**src/rtl/core/gf2m_pkg.sv**
```systemverilog
`default_nettype none
package gf2m_pkg;
  localparam int unsigned WordBits    = 32;
  localparam int unsigned WordCount   = 10;
  localparam int unsigned FieldDegree = 293;
  localparam int unsigned FieldBits   = WordBits * WordCount;
  localparam int unsigned TopBits     = FieldDegree - (WordCount - 1) * WordBits;
  localparam int unsigned Tap1        = 11;
  localparam int unsigned Tap2        = 6;
  localparam int unsigned Tap3        = 1;

  typedef enum logic [2:0] {
    OP_LOAD_A = 3'd0,
    OP_LOAD_B = 3'd1,
    OP_ADD    = 3'd2,
    OP_MULT   = 3'd3,
    OP_SQR    = 3'd4,
    OP_TRACE  = 3'd5,
    OP_POW    = 3'd6,
    OP_INV    = 3'd7
  } op_e;

  // datapath commands from the controller
  typedef struct packed {
    logic load_a;
    logic load_b;
    logic acc_xor;
    logic acc_one;
    logic acc_from_a;
    logic mul_start;   // begin bit-serial product acc * (b or a or acc)
    logic mul_sel_b;   // multiplier operand b
    logic mul_sel_acc; // multiplier operand accumulator (square)
    logic trace_xor;   // fold lsb of accumulator into trace
    logic trace_clr;
  } dp_cmd_t;

  typedef struct packed {
    logic mul_done;
  } dp_sts_t;
endpackage
`default_nettype wire

```
**src/rtl/core/gf2m_polynomial_basis_alu_unit.sv**
```systemverilog
`default_nettype none
// gf2m alu, GF(2^293) polynomial basis mod x^293+x^11+x^6+x+1
// operations: loads return nothing; add, mult, sqr, pow and inverse return 10 words;
// trace runs 293 squarings and returns one word; pow up to 63 products; inverse 584
// each product runs one bit a cycle through the shift-and-add multiplier
// one request at a time: ready only while idle
// rst_ni async active low: operands, accumulator and controller clear to zero/idle
module gf2m_polynomial_basis_alu_unit #(
  parameter int unsigned FIELD_DEGREE = gf2m_pkg::FieldDegree
) (
  input  wire logic        clk_i,
  input  wire logic        rst_ni,
  input  wire logic        s_axis_tvalid,
  output logic             s_axis_tready,
  input  wire logic [71:0] s_axis_tdata,   // op[2:0], word_index[6:3], word_data[38:7], exponent[70:39]
  output logic             m_axis_tvalid,
  input  wire logic        m_axis_tready,
  output logic [39:0]      m_axis_tdata,   // result_word[31:0], result_index[35:32]
  output logic             m_axis_tuser,   // trace_bit
  output logic             m_axis_tlast
);
  import gf2m_pkg::*;

  dp_cmd_t                 cmd;
  dp_sts_t                 sts;
  logic [FIELD_DEGREE-1:0] acc;
  logic [FieldBits-1:0]    acc_ext;
  logic                    trace;
  logic [3:0]              oidx;
  logic                    otrace;

  gf2m_ctrl #(.FIELD_DEGREE(FIELD_DEGREE)) u_ctrl (
    .clk_i, .rst_ni,
    .in_valid_i (s_axis_tvalid),
    .in_ready_o (s_axis_tready),
    .op_i       (s_axis_tdata[2:0]),
    .widx_i     (s_axis_tdata[6:3]),
    .exp_i      (s_axis_tdata[70:39]),
    .sts_i      (sts),
    .cmd_o      (cmd),
    .out_valid_o(m_axis_tvalid),
    .out_ready_i(m_axis_tready),
    .out_idx_o  (oidx),
    .out_trace_o(otrace),
    .out_last_o (m_axis_tlast)
  );

  gf2m_datapath #(.FIELD_DEGREE(FIELD_DEGREE)) u_dp (
    .clk_i, .rst_ni,
    .cmd_i  (cmd),
    .widx_i (s_axis_tdata[6:3]),
    .wdata_i(s_axis_tdata[38:7]),
    .sts_o  (sts),
    .acc_o  (acc),
    .trace_o(trace)
  );

  assign acc_ext = FieldBits'(acc);
  // trace answer carries word zero
  assign m_axis_tdata = {4'd0, oidx, otrace ? 32'd0 : acc_ext[oidx*WordBits +: WordBits]};
  assign m_axis_tuser = otrace & trace;
endmodule
`default_nettype wire

```
**src/rtl/core/gf2m_datapath.sv**
```systemverilog
`default_nettype none
module gf2m_datapath #(
  parameter int unsigned FIELD_DEGREE = gf2m_pkg::FieldDegree
) (
  input  wire logic                clk_i,
  input  wire logic                rst_ni,
  input  wire gf2m_pkg::dp_cmd_t   cmd_i,
  input  wire logic [3:0]          widx_i,
  input  wire logic [31:0]         wdata_i,
  output gf2m_pkg::dp_sts_t        sts_o,
  output logic [FIELD_DEGREE-1:0]  acc_o,
  output logic                     trace_o
);
  import gf2m_pkg::*;

  localparam int unsigned CntW = $clog2(FIELD_DEGREE + 1);
  localparam logic [FIELD_DEGREE-1:0] RedPoly =
    (FIELD_DEGREE'(1) << Tap1) | (FIELD_DEGREE'(1) << Tap2) |
    (FIELD_DEGREE'(1) << Tap3) | FIELD_DEGREE'(1);

  logic [FIELD_DEGREE-1:0] a_q, b_q, acc_q, acc_d;
  logic [FIELD_DEGREE-1:0] x_q, y_q, p_q, p_shift;
  logic [CntW-1:0]         cnt_q;
  logic                    busy_q, trace_q;
  logic [FIELD_DEGREE-1:0] wmask, wval;

  // word insert for loads, out-of-field bits drop naturally
  always_comb begin
    wmask = '0;
    wval  = '0;
    for (int i = 0; i < WordCount; i++) begin
      if (widx_i == 4'(i)) begin
        for (int j = 0; j < WordBits; j++) begin
          if (i * WordBits + j < FIELD_DEGREE) begin
            wmask[i*WordBits+j] = 1'b1;
            wval[i*WordBits+j]  = wdata_i[j];
          end
        end
      end
    end
  end

  // msb-first shift-and-add: p = p*x mod f, then add x if bit set
  assign p_shift = {p_q[FIELD_DEGREE-2:0], 1'b0} ^ (p_q[FIELD_DEGREE-1] ? RedPoly : '0);

  always_comb begin
    acc_d = acc_q;
    if (cmd_i.acc_xor)         acc_d = a_q ^ b_q;
    else if (cmd_i.acc_one)    acc_d = FIELD_DEGREE'(1);
    else if (cmd_i.acc_from_a) acc_d = a_q;
    else if (busy_q && cnt_q == '0) acc_d = p_q;
  end

  always_ff @(posedge clk_i or negedge rst_ni) begin
    if (!rst_ni) begin
      a_q <= '0; b_q <= '0; acc_q <= '0;
      busy_q <= 1'b0; cnt_q <= '0; trace_q <= 1'b0;
    end else begin
      if (cmd_i.load_a) a_q <= (a_q & ~wmask) | wval;
      if (cmd_i.load_b) b_q <= (b_q & ~wmask) | wval;
      acc_q <= acc_d;
      if (cmd_i.trace_clr) trace_q <= 1'b0;
      else if (cmd_i.trace_xor) trace_q <= trace_q ^ acc_q[0];
      if (cmd_i.mul_start) begin
        busy_q <= 1'b1;
        cnt_q  <= CntW'(FIELD_DEGREE);
      end else if (busy_q) begin
        if (cnt_q == '0) busy_q <= 1'b0;
        else cnt_q <= cnt_q - 1'b1;
      end
    end
  end

  always_ff @(posedge clk_i) begin
    if (cmd_i.mul_start) begin
      x_q <= acc_q;
      y_q <= cmd_i.mul_sel_acc ? acc_q : (cmd_i.mul_sel_b ? b_q : a_q);
      p_q <= '0;
    end else if (busy_q && cnt_q != '0) begin
      p_q <= p_shift ^ (y_q[FIELD_DEGREE-1] ? x_q : '0);
      y_q <= {y_q[FIELD_DEGREE-2:0], 1'b0};
    end
  end

  assign sts_o.mul_done = busy_q && cnt_q == '0;
  assign acc_o   = acc_q;
  assign trace_o = trace_q;
endmodule
`default_nettype wire

```
**src/rtl/core/gf2m_ctrl.sv**
```systemverilog
`default_nettype none
module gf2m_ctrl #(
  parameter int unsigned FIELD_DEGREE = gf2m_pkg::FieldDegree
) (
  input  wire logic              clk_i,
  input  wire logic              rst_ni,
  input  wire logic              in_valid_i,
  output logic                   in_ready_o,
  input  wire logic [2:0]        op_i,
  input  wire logic [3:0]        widx_i,
  input  wire logic [31:0]       exp_i,
  input  wire gf2m_pkg::dp_sts_t sts_i,
  output gf2m_pkg::dp_cmd_t      cmd_o,
  output logic                   out_valid_o,
  input  wire logic              out_ready_i,
  output logic [3:0]             out_idx_o,
  output logic                   out_trace_o,
  output logic                   out_last_o
);
  import gf2m_pkg::*;

  typedef enum logic [6:0] {
    S_IDLE  = 7'b0000001,
    S_MUL   = 7'b0000010,
    S_MWAIT = 7'b0000100,
    S_SQR   = 7'b0001000,
    S_SWAIT = 7'b0010000,
    S_OUT   = 7'b0100000,
    S_TOUT  = 7'b1000000
  } state_e;

  state_e      state_q, state_d;
  op_e         op_q, op_d;
  logic [31:0] exp_q, exp_d;
  logic [8:0]  step_q, step_d;  // remaining exponent bits / trace or inverse rounds
  logic [3:0]  idx_q, idx_d;
  logic        accept;

  assign in_ready_o = state_q == S_IDLE;
  assign accept     = in_valid_i && in_ready_o;

  always_comb begin
    state_d = state_q; op_d = op_q; exp_d = exp_q; step_d = step_q; idx_d = idx_q;
    cmd_o = '0;
    unique case (state_q)
      S_IDLE: begin
        if (accept) begin
          op_d  = op_e'(op_i);
          idx_d = '0;
          unique case (op_e'(op_i))
            OP_LOAD_A: cmd_o.load_a = widx_i < 4'(WordCount);
            OP_LOAD_B: cmd_o.load_b = widx_i < 4'(WordCount);
            OP_ADD: begin
              cmd_o.acc_xor = 1'b1;
              state_d = S_OUT;
            end
            OP_MULT: begin
              cmd_o.acc_from_a = 1'b1;
              state_d = S_MUL;
            end
            OP_SQR: begin
              cmd_o.acc_from_a = 1'b1;
              state_d = S_SQR;
            end
            OP_TRACE: begin
              // acc is reused as scratch; restored by squaring back fully
              cmd_o.acc_from_a = 1'b1;
              cmd_o.trace_clr  = 1'b1;
              step_d  = 9'(FIELD_DEGREE);
              state_d = S_SQR;
            end
            OP_POW: begin
              cmd_o.acc_one = 1'b1;
              exp_d  = exp_i;
              step_d = 9'd32;
              state_d = S_MUL;
            end
            OP_INV: begin
              cmd_o.acc_one = 1'b1;
              step_d  = 9'(FIELD_DEGREE - 1);
              state_d = S_MUL;
            end
            default: ;
          endcase
        end
      end
      S_MUL: begin
        cmd_o.mul_start = 1'b1;
        cmd_o.mul_sel_b = op_q == OP_MULT;
        if (op_q == OP_POW && !exp_q[31]) state_d = S_SQR;
        else state_d = S_MWAIT;
        if (op_q == OP_POW && !exp_q[31]) cmd_o.mul_start = 1'b0;
      end
      S_MWAIT: begin
        if (sts_i.mul_done) state_d = (op_q == OP_MULT) ? S_OUT : S_SQR;
      end
      S_SQR: begin
        // pow: skip final squaring
        if (op_q == OP_POW && step_q == 9'd1) state_d = S_OUT;
        else begin
          cmd_o.mul_start   = 1'b1;
          cmd_o.mul_sel_acc = 1'b1;
          cmd_o.trace_xor   = op_q == OP_TRACE;
          state_d = S_SWAIT;
        end
        if (op_q == OP_TRACE && step_q == '0) begin
          cmd_o = '0;
          state_d = S_TOUT;
        end
      end
      S_SWAIT: begin
        if (sts_i.mul_done) begin
          unique case (op_q)
            OP_SQR: state_d = S_OUT;
            OP_TRACE: begin
              step_d = step_q - 1'b1;
              state_d = S_SQR;
            end
            OP_POW: begin
              step_d = step_q - 1'b1;
              exp_d  = {exp_q[30:0], 1'b0};
              state_d = S_MUL;
            end
            OP_INV: begin
              // inverse ends on a squaring, exponent bit zero adds nothing
              step_d = step_q - 1'b1;
              state_d = (step_q == 9'd1) ? S_OUT : S_MUL;
            end
            default: state_d = S_OUT;
          endcase
        end
      end
      S_OUT: begin
        if (out_ready_i) begin
          idx_d = idx_q + 1'b1;
          if (idx_q == 4'(WordCount - 1)) state_d = S_IDLE;
        end
      end
      S_TOUT: if (out_ready_i) state_d = S_IDLE;
      default: state_d = S_IDLE;
    endcase
  end

  always_ff @(posedge clk_i or negedge rst_ni) begin
    if (!rst_ni) begin
      state_q <= S_IDLE; op_q <= OP_LOAD_A; exp_q <= '0; step_q <= '0; idx_q <= '0;
    end else begin
      state_q <= state_d; op_q <= op_d; exp_q <= exp_d; step_q <= step_d; idx_q <= idx_d;
    end
  end

  assign out_valid_o = state_q == S_OUT || state_q == S_TOUT;
  assign out_idx_o   = state_q == S_OUT ? idx_q : '0;
  assign out_trace_o = state_q == S_TOUT;
  assign out_last_o  = state_q == S_TOUT || idx_q == 4'(WordCount - 1);

  a_ready_idle: assert property (@(posedge clk_i) disable iff (!rst_ni)
    in_ready_o |-> !out_valid_o) else $error("ready while results pending");
  a_idx_range: assert property (@(posedge clk_i) disable iff (!rst_ni)
    state_q == S_OUT |-> idx_q < 4'(WordCount)) else $error("result index overrun");
  a_last_leaves: assert property (@(posedge clk_i) disable iff (!rst_ni)
    out_valid_o && out_ready_i && out_last_o |=> state_q == S_IDLE)
    else $error("no return to idle after last");
endmodule
`default_nettype wire

```
**config.mk**
```make
export PLATFORM = sky130hd
export DESIGN_NAME = gf2m_polynomial_basis_alu_unit
export DESIGN_NICKNAME = d
export VERILOG_FILES = /design/src/rtl/core/gf2m_pkg.sv /design/src/rtl/core/gf2m_polynomial_basis_alu_unit.sv /design/src/rtl/core/gf2m_datapath.sv /design/src/rtl/core/gf2m_ctrl.sv
export SDC_FILE = /design/constraint.sdc
export NUM_CORES = 2
export LEC_CHECK = 0
export ABC_AREA = 1
export BUFFER_PORTS_ARGS = -buffer_cell sky130_fd_sc_hd__buf_2
export CORE_MARGIN = 10
export CORE_UTILIZATION = 30
export CTS_BUF_LIST = sky130_fd_sc_hd__clkbuf_8
export CTS_CLUSTER_DIAMETER = 40
export DETAILED_ROUTE_END_ITERATION = 8
export PLACE_DENSITY = 0.48
export SLEW_MARGIN = 20
export SYNTH_ARGS = -nofsm -noshare
export SYNTH_HDL_FRONTEND = slang
export SYNTH_SLANG_ARGS = --single-unit
```
**constraint.sdc**
```tcl
create_clock -name clk_i -period 11.8 [get_ports clk_i]
set_input_delay 1.77 -clock clk_i [delete_from_list [all_inputs] [get_ports clk_i]]
set_output_delay 1.77 -clock clk_i [all_outputs]
set_load 0.02 [all_outputs]
```
# --- Yosys cells after proc, flatten, opt, wreduce, memory -nomap -nowiden ---
# Cells that the tools add are included.
op_classes:
  n_addsub: 3
  magnitude_cmp: 1
  n_eq_ne: 41
  shift: 1
  mux: 83
  bitwise_logic: 10
  reduce_logical: 31
ops:
  columns: ["operator", "count"]
  rows:
  - ["$mux W293", 9]
  - ["$xor A293 B293 Y293", 3]
  - ["$mux W32", 23]
  - ["$and A293 B293 Y293", 2]
  - ["$or A293 B293 Y293", 2]
  - ["$shiftx A320 B10 Y32", 1]
  - ["$not A293 Y293", 1]
  - ["$pmux W32 S2", 1]
  - ["$mux W9", 6]
  - ["$mux W7", 7]
  - ["$pmux W7 S7", 1]
  - ["$pmux W7 S3", 2]
  - ["$pmux W9 S3", 1]
  - ["$eq A3 B3 Y1 const B", 7]
  - ["$mux W5", 4]
  - ["$logic_not A9 Y1", 2]
  - ["$mux W6", 3]
  - ["$pmux W9 S2", 1]
  - ["$sub A9 B1 Y9 const B", 2]
  - ["$eq A4 B3 Y1 const B", 4]
  - ["$mux W4", 4]
  - ["$ne A2 B2 Y1 const B", 8]
  - ["$mux W1", 14]
  - ["$eq A4 B4 Y1 const B", 3]
  - ["other kinds (38)", 59]
word_totals:
  register_bits: 1824
  input_bits: 76
  output_inout_bits: 44

# --- Depth between registers and ports, before layout ---
depth:
  word_depth: 8
  ltp_mapped: 14

# --- Cells and area by module ---
# From an unflattened synthesis, not the netlist that was laid out.
unflattened:
  hier_cells: 10389
  hier_area_um2: 87958.1
by_module_without_submodules:
  columns: ["module", "instances", "cells_per_inst", "area_each_um2"]
  rows:
  - ["gf2m_datapath", 1, 8997, 80803.7]
  - ["gf2m_polynomial_basis_alu_unit", 1, 856, 3632.2]
  - ["gf2m_ctrl", 1, 536, 3522.1]

# --- Least setup slack after synthesis ---
# Ideal clock, no wire load.
synth_timing:
  kind: "flip-flop to flip-flop"
  startpoint: "register u_ctrl.state_q[5]"
  endpoint: "register u_dp.busy_q"
  arrival_time_ns: 7.923
  t_required_ns: 11.006
  setup_slack_ns: 3.083
  stages_incl_launch_ff: 14
  path_buffers: 2
  path_cell_list: "dfrtp_1 > nor2_1 > nand2_1 > inv_2 > nand4_1 > clkinv_1 > nand2_1 > nor2_4 > inv_4 > nand2_4 > inv_4 > buf_6 > buf_2 > nand2_1"
synth_via:
  elab_chain_cells: 3
synth_lines:
  columns: ["element", "line", "source"]
  rows:
  - ["start: declaration", "gf2m_ctrl.sv:32", "state_e state_q, state_d;"]
  - ["start signal: assignment", "gf2m_ctrl.sv:148", "state_q <= state_d; op_q <= op_d; exp_q <= exp_d; step_q <= step_d; idx_q <= idx_d;"]
  - ["$eq A7 B4 Y1 or $eq A7 B2 Y1 (tied branches)", "gf2m_ctrl.sv:45", "unique case (state_q)"]
  - ["$pmux W2 S2 (*)", "gf2m_ctrl.sv:45", null]
  - ["$mux W1 (*)", "gf2m_datapath.sv:64", "if (cmd_i.mul_start) begin"]
  - ["end signal: assignment", "gf2m_datapath.sv:57", "busy_q <= 1'b0; cnt_q <= '0; trace_q <= 1'b0;"]
  - ["end signal: assignment", "gf2m_datapath.sv:65", "busy_q <= 1'b1;"]
  - ["end signal: assignment", "gf2m_datapath.sv:68", "if (cnt_q == '0) busy_q <= 1'b0;"]
  - ["end: declaration", "gf2m_datapath.sv:24", "logic busy_q, trace_q;"]
# Mark *: on every way between the ends. The rest lies on a longest branch, timed or not.
# A chain may end at the register's enable or synchronous reset.

# --- Final worst setup path ---
layout_timing:
  startpoint: "register u_ctrl.state_q[2]"
  endpoint: "output m_axis_tdata[30]"
layout_via:
  elab_chain_cells: 4
layout_lines:
  columns: ["element", "line", "source"]
  rows:
  - ["$eq A7 B6 Y1", "gf2m_ctrl.sv:153", "assign out_idx_o = state_q == S_OUT ? idx_q : '0;"]
  - ["$mux W4", "gf2m_ctrl.sv:153", null]
  - ["$shiftx A320 B10 Y32", "gf2m_polynomial_basis_alu_unit.sv:60", "assign m_axis_tdata = {4'd0, oidx, otrace ? 32'd0 : acc_ext[oidx*WordBits +: WordBits]};"]
  - ["$mux W32 (*)", "gf2m_polynomial_basis_alu_unit.sv:60", null]
  - ["end: declaration", "gf2m_polynomial_basis_alu_unit.sv:18", "output logic [39:0] m_axis_tdata,"]
# Marked as above.

==> results summary <==
The run finished with clean final reports. The worst-case clock buffer depth came out at 4. The largest net degree at the start of global routing came out at 160.

The register-to-register setup slack is 6.42 ns. The initial utilization of the core area, before any placement, comes to 0.3020. The total wirelength of the detailed-routed design is 380.2 mm.

The area of the placeable core is 309600 um2. The final count of negative-setup-slack endpoints came out at 0. The clock buffer count from CTS came out at 367.

Leaving out fill and tap cells, the most frequent cell in the layout is sky130_fd_sc_hd__nand2_1. The number of nets in the final layout came out at 11790. The clock-pin slew on the worst setup and hold paths came out at 0.06 ns. The wire length of the first global-routing pass came out at 554.2 mm.

TritonCTS built the clock tree. Ranked by total cell area, the synthesized netlist is headed by sky130_fd_sc_hd__dfrtp_1 25%, sky130_fd_sc_hd__edfxtp_1 19%, sky130_fd_sc_hd__nand2_1 18%, sky130_fd_sc_hd__nand3_1 7.7%, sky130_fd_sc_hd__dfxtp_1 6.3%. The width of the die is 578.2 um.

The non-filler instance count after layout is 16150. The number of design-rule violations left by the first detailed-router iteration came out at 8261. The count of buffers added by post-CTS timing repair for setup came out at 0. The largest individual stage delay along the critical path comes from the cell sky130_fd_sc_hd__nand2_4.

The library cells used most frequently in the layout, excluding fill and tap cells, are 4381 x sky130_fd_sc_hd__nand2_1, 1443 x sky130_fd_sc_hd__nand3_1, 943 x sky130_fd_sc_hd__dfrtp_1, 826 x sky130_fd_sc_hd__inv_1, 660 x sky130_fd_sc_hd__o21ai_0. For the pin with the worst max-slew slack, the measured transition is 1.234 ns. The number of remaining DRC errors came out at 0. The total of cells resized after clock tree synthesis is 0. The final route contains 81280 vias.

The number of detailed-routing iterations run before antenna repair came out at 6. Walking the worst path, the cells encountered are nor2_1, nand2_1, nor2_4, buf_4, nand2_4, buf_12, inv_1, nand3_1, nand3_1, nand3_1, a21oi_1, buf_2. The data arrival time of the critical path came out at 5.27 ns. The worst setup path is launched from a flip-flop. Setup repair after global routing left no endpoint under its margin. The area growth from synthesis to layout is 12.04%. Of the post-synthesis cell area, the dominant cell type holds 0.2527. The number of hold buffers added after CTS is 0. The H-tree depth is 5. The number of cells after detailed placement is 15460. The number of distinct library cells after synthesis is 42.

The CTS sink count is 1824. The leakage power came out at 52.10 nW. After detailed routing, the average wire length per cell comes to 23.54 um. The fraction of final layout cells sized beyond drive strength 1 came out at 0.07137.

The share of the clock period used by the worst path is 0.5964. The final total negative setup slack is 0 ns. The fraction of the mapped netlist area in compound gates came to 0.05844. In the routed layout, each cell is associated on average with a via count of 5.033. The routability congestion estimate came out at 0.7972. The origin of the critical flop-to-flop path is u_ctrl.op_q[1]. The number of buffer and inverter instances along the worst setup path came out at 4. Counting every instance in the synthesized netlist gives 11930. The depth of the worst hold-timing path is 0.

The number of global-route vias before repair came to 78540. The startpoint identified for the worst hold timing path is u_dp.acc_o[258]. The number of core rows is 204. The tree is rooted in a sky130_fd_sc_hd__clkbuf_8.

The proportion of synthesized chip area in sequential cells is 0.5039. The overall overflow remaining after global route is 0. The depth of the worst register-to-register path came out at 14.

The endpoint required time on the critical path came out at 10.03 ns. The post-synthesis mux area share came out at 0.003319. The latest clock arrival within the worst-skew pair came out at 1.04 ns.

The largest area contributor in the synthesized netlist is sky130_fd_sc_hd__dfrtp_1. By instance count, the cell type seen most on the critical path is sky130_fd_sc_hd__nand3_1. The flop and latch count out of synthesis came out at 1824.

The total track usage is 0.2200. The area of the die came out at 334400 um2. Across the VDD grid, the largest voltage drop is 200.6 uV.

The maximum clock skew at final layout is 0.06956 ns. From bottom edge to top edge, the die measures 578.2 um. The synthesized area per cell came out at 7.839 um2. The highest attainable clock frequency came out at 0.1421 GHz. The synthesized-area fraction occupied by and/or/nand/nor cells came out at 0.3082. The tightest min-delay check is of the flip-flop to flip-flop type. The worst hold path terminates at u_dp.x_q[258]. The post-synthesis instance area is 93490 um2. The number of antenna violations at the first check in global routing is 17. The longest individual stage delay on the worst path came out at 0.70 ns. The number of port buffers came out at 114. For this run, the number of Yosys warnings is 0. Pin placement for this block handled 120 I/O pins. The parity-gate share of the synthesized area counting xor and xnor cells came out at 0.05602.

The ratio of total power to cell area came out at 260.7 nW/um2. The count of final max-slew check failures came to 0. The endpoint identified for the worst register-to-register timing path is u_dp.y_q[136]. Measured against its own limit, the worst slew margin works out to 0.1763. The antenna violation net count after detailed routing came out at 0. After synthesis, the largest family of logic cells by area is simple AND/OR/NAND/NOR gates. The worst setup path is captured at an output pin. Of the total synthesized cell area, the portion taken by full adders, half adders and majority gates is 0.0008030.

On the critical path the largest part of the delay comes from buffers and inverters. In this run the worst path has a maximum fanout of 86. The final hold violation count is 0. The critical path start-end classification is flip-flop to output pin. The final HPWL from detailed placement is 203.7 mm. The worst path needs 7.037 ns of the cycle, external delays included. Across the run, the number of max-cap violations was 0.
[worst reg2reg max path: cells and delay by family (launching register included)]
family                 cells  cell delay, ns
and+or+nand+nor            8            1.60
DFF                        1            0.44
buffers and inverters      6            3.13
[Yosys cell counts (all sizes together)]
cell       n
nand3b   293
or2        5
dfxtp    293
xor2     595
o21ai    969
xnor2      3
nand3   1445
mux2i     31
clkinv     2
dfstp      1
o22ai      3
nand4     11
nand2   4411
nor2     647
a21oi    107
edfxtp   586
dfrtp    944
o211ai     6
inv      711
ha         6
clkbuf   418
conb       1
nor3      13
buf      425
o21a       1
[worst max path at each step]
stage,start,slack [ns],depth (start not counted),endpoint
final,u_ctrl.state_q[2],4.76,12,m_axis_tdata[30]
after floorplan,u_ctrl.state_q[5],3.08,13,u_dp.busy_q
after detailed placement,s_axis_tvalid,5.78,10,flip-flop
after CTS,u_ctrl.state_q[2],4.70,12,m_axis_tdata[30]
after global routing,u_ctrl.state_q[2],4.66,12,m_axis_tdata[30]
after global placement,s_axis_tvalid,5.84,10,flip-flop
[cells by family after synthesis]
logic type,after synthesis
buf+inv,1556
xor+xnor,598
other cells,1
flops,1824
mux,31
fa+ha+maj,6
compound gates,1086
simple gates,6825
[layout make-up]
type	instances	area [um2]
fillers	32980	204900
flip-flops and latches	1824	47120
multi-input cells	8550	40040
clock buffers	437	6015
well taps	4120	5155
inverters	713	2731
repair buffers	252	1899
clock inverters	246	1770
diodes	7	17.52
[through the flow]
stage	area (um2)	utilization	hold slack [ns]	setup WS [ns]	power [mW]
4_1_cts	104700	0.3383	0.4484	4.703	27.39
3_3_place_gp	96940	0.3131	0.4564	5.843	20.28
2_1_floorplan	93500	-	0.4455	3.083	16.87
5_1_grt	104700	0.3383	0.4545	4.658	29.09
6_report	104700	0.3383	0.4584	4.763	27.31
3_5_place_dp	96940	0.3131	0.4566	5.778	20.31
[routing by layer]
metal,GRT usage,up-vias,part of all wire
met5,0,-,0.000095
met4,0.07471,6,0.034
met3,0.03329,680,0.069
met2,0.3507,3183,0.45
met1,0.3047,39600,0.45
li1,-,37800,-
[power breakdown]
group          switching [mW]  internal [mW]  total, mW
clock                    3.12           3.91       7.03
sequential               1.70           9.06       10.8
combinational            6.66           2.85       9.51
Note: power is estimated with default switching activity, not from simulation.
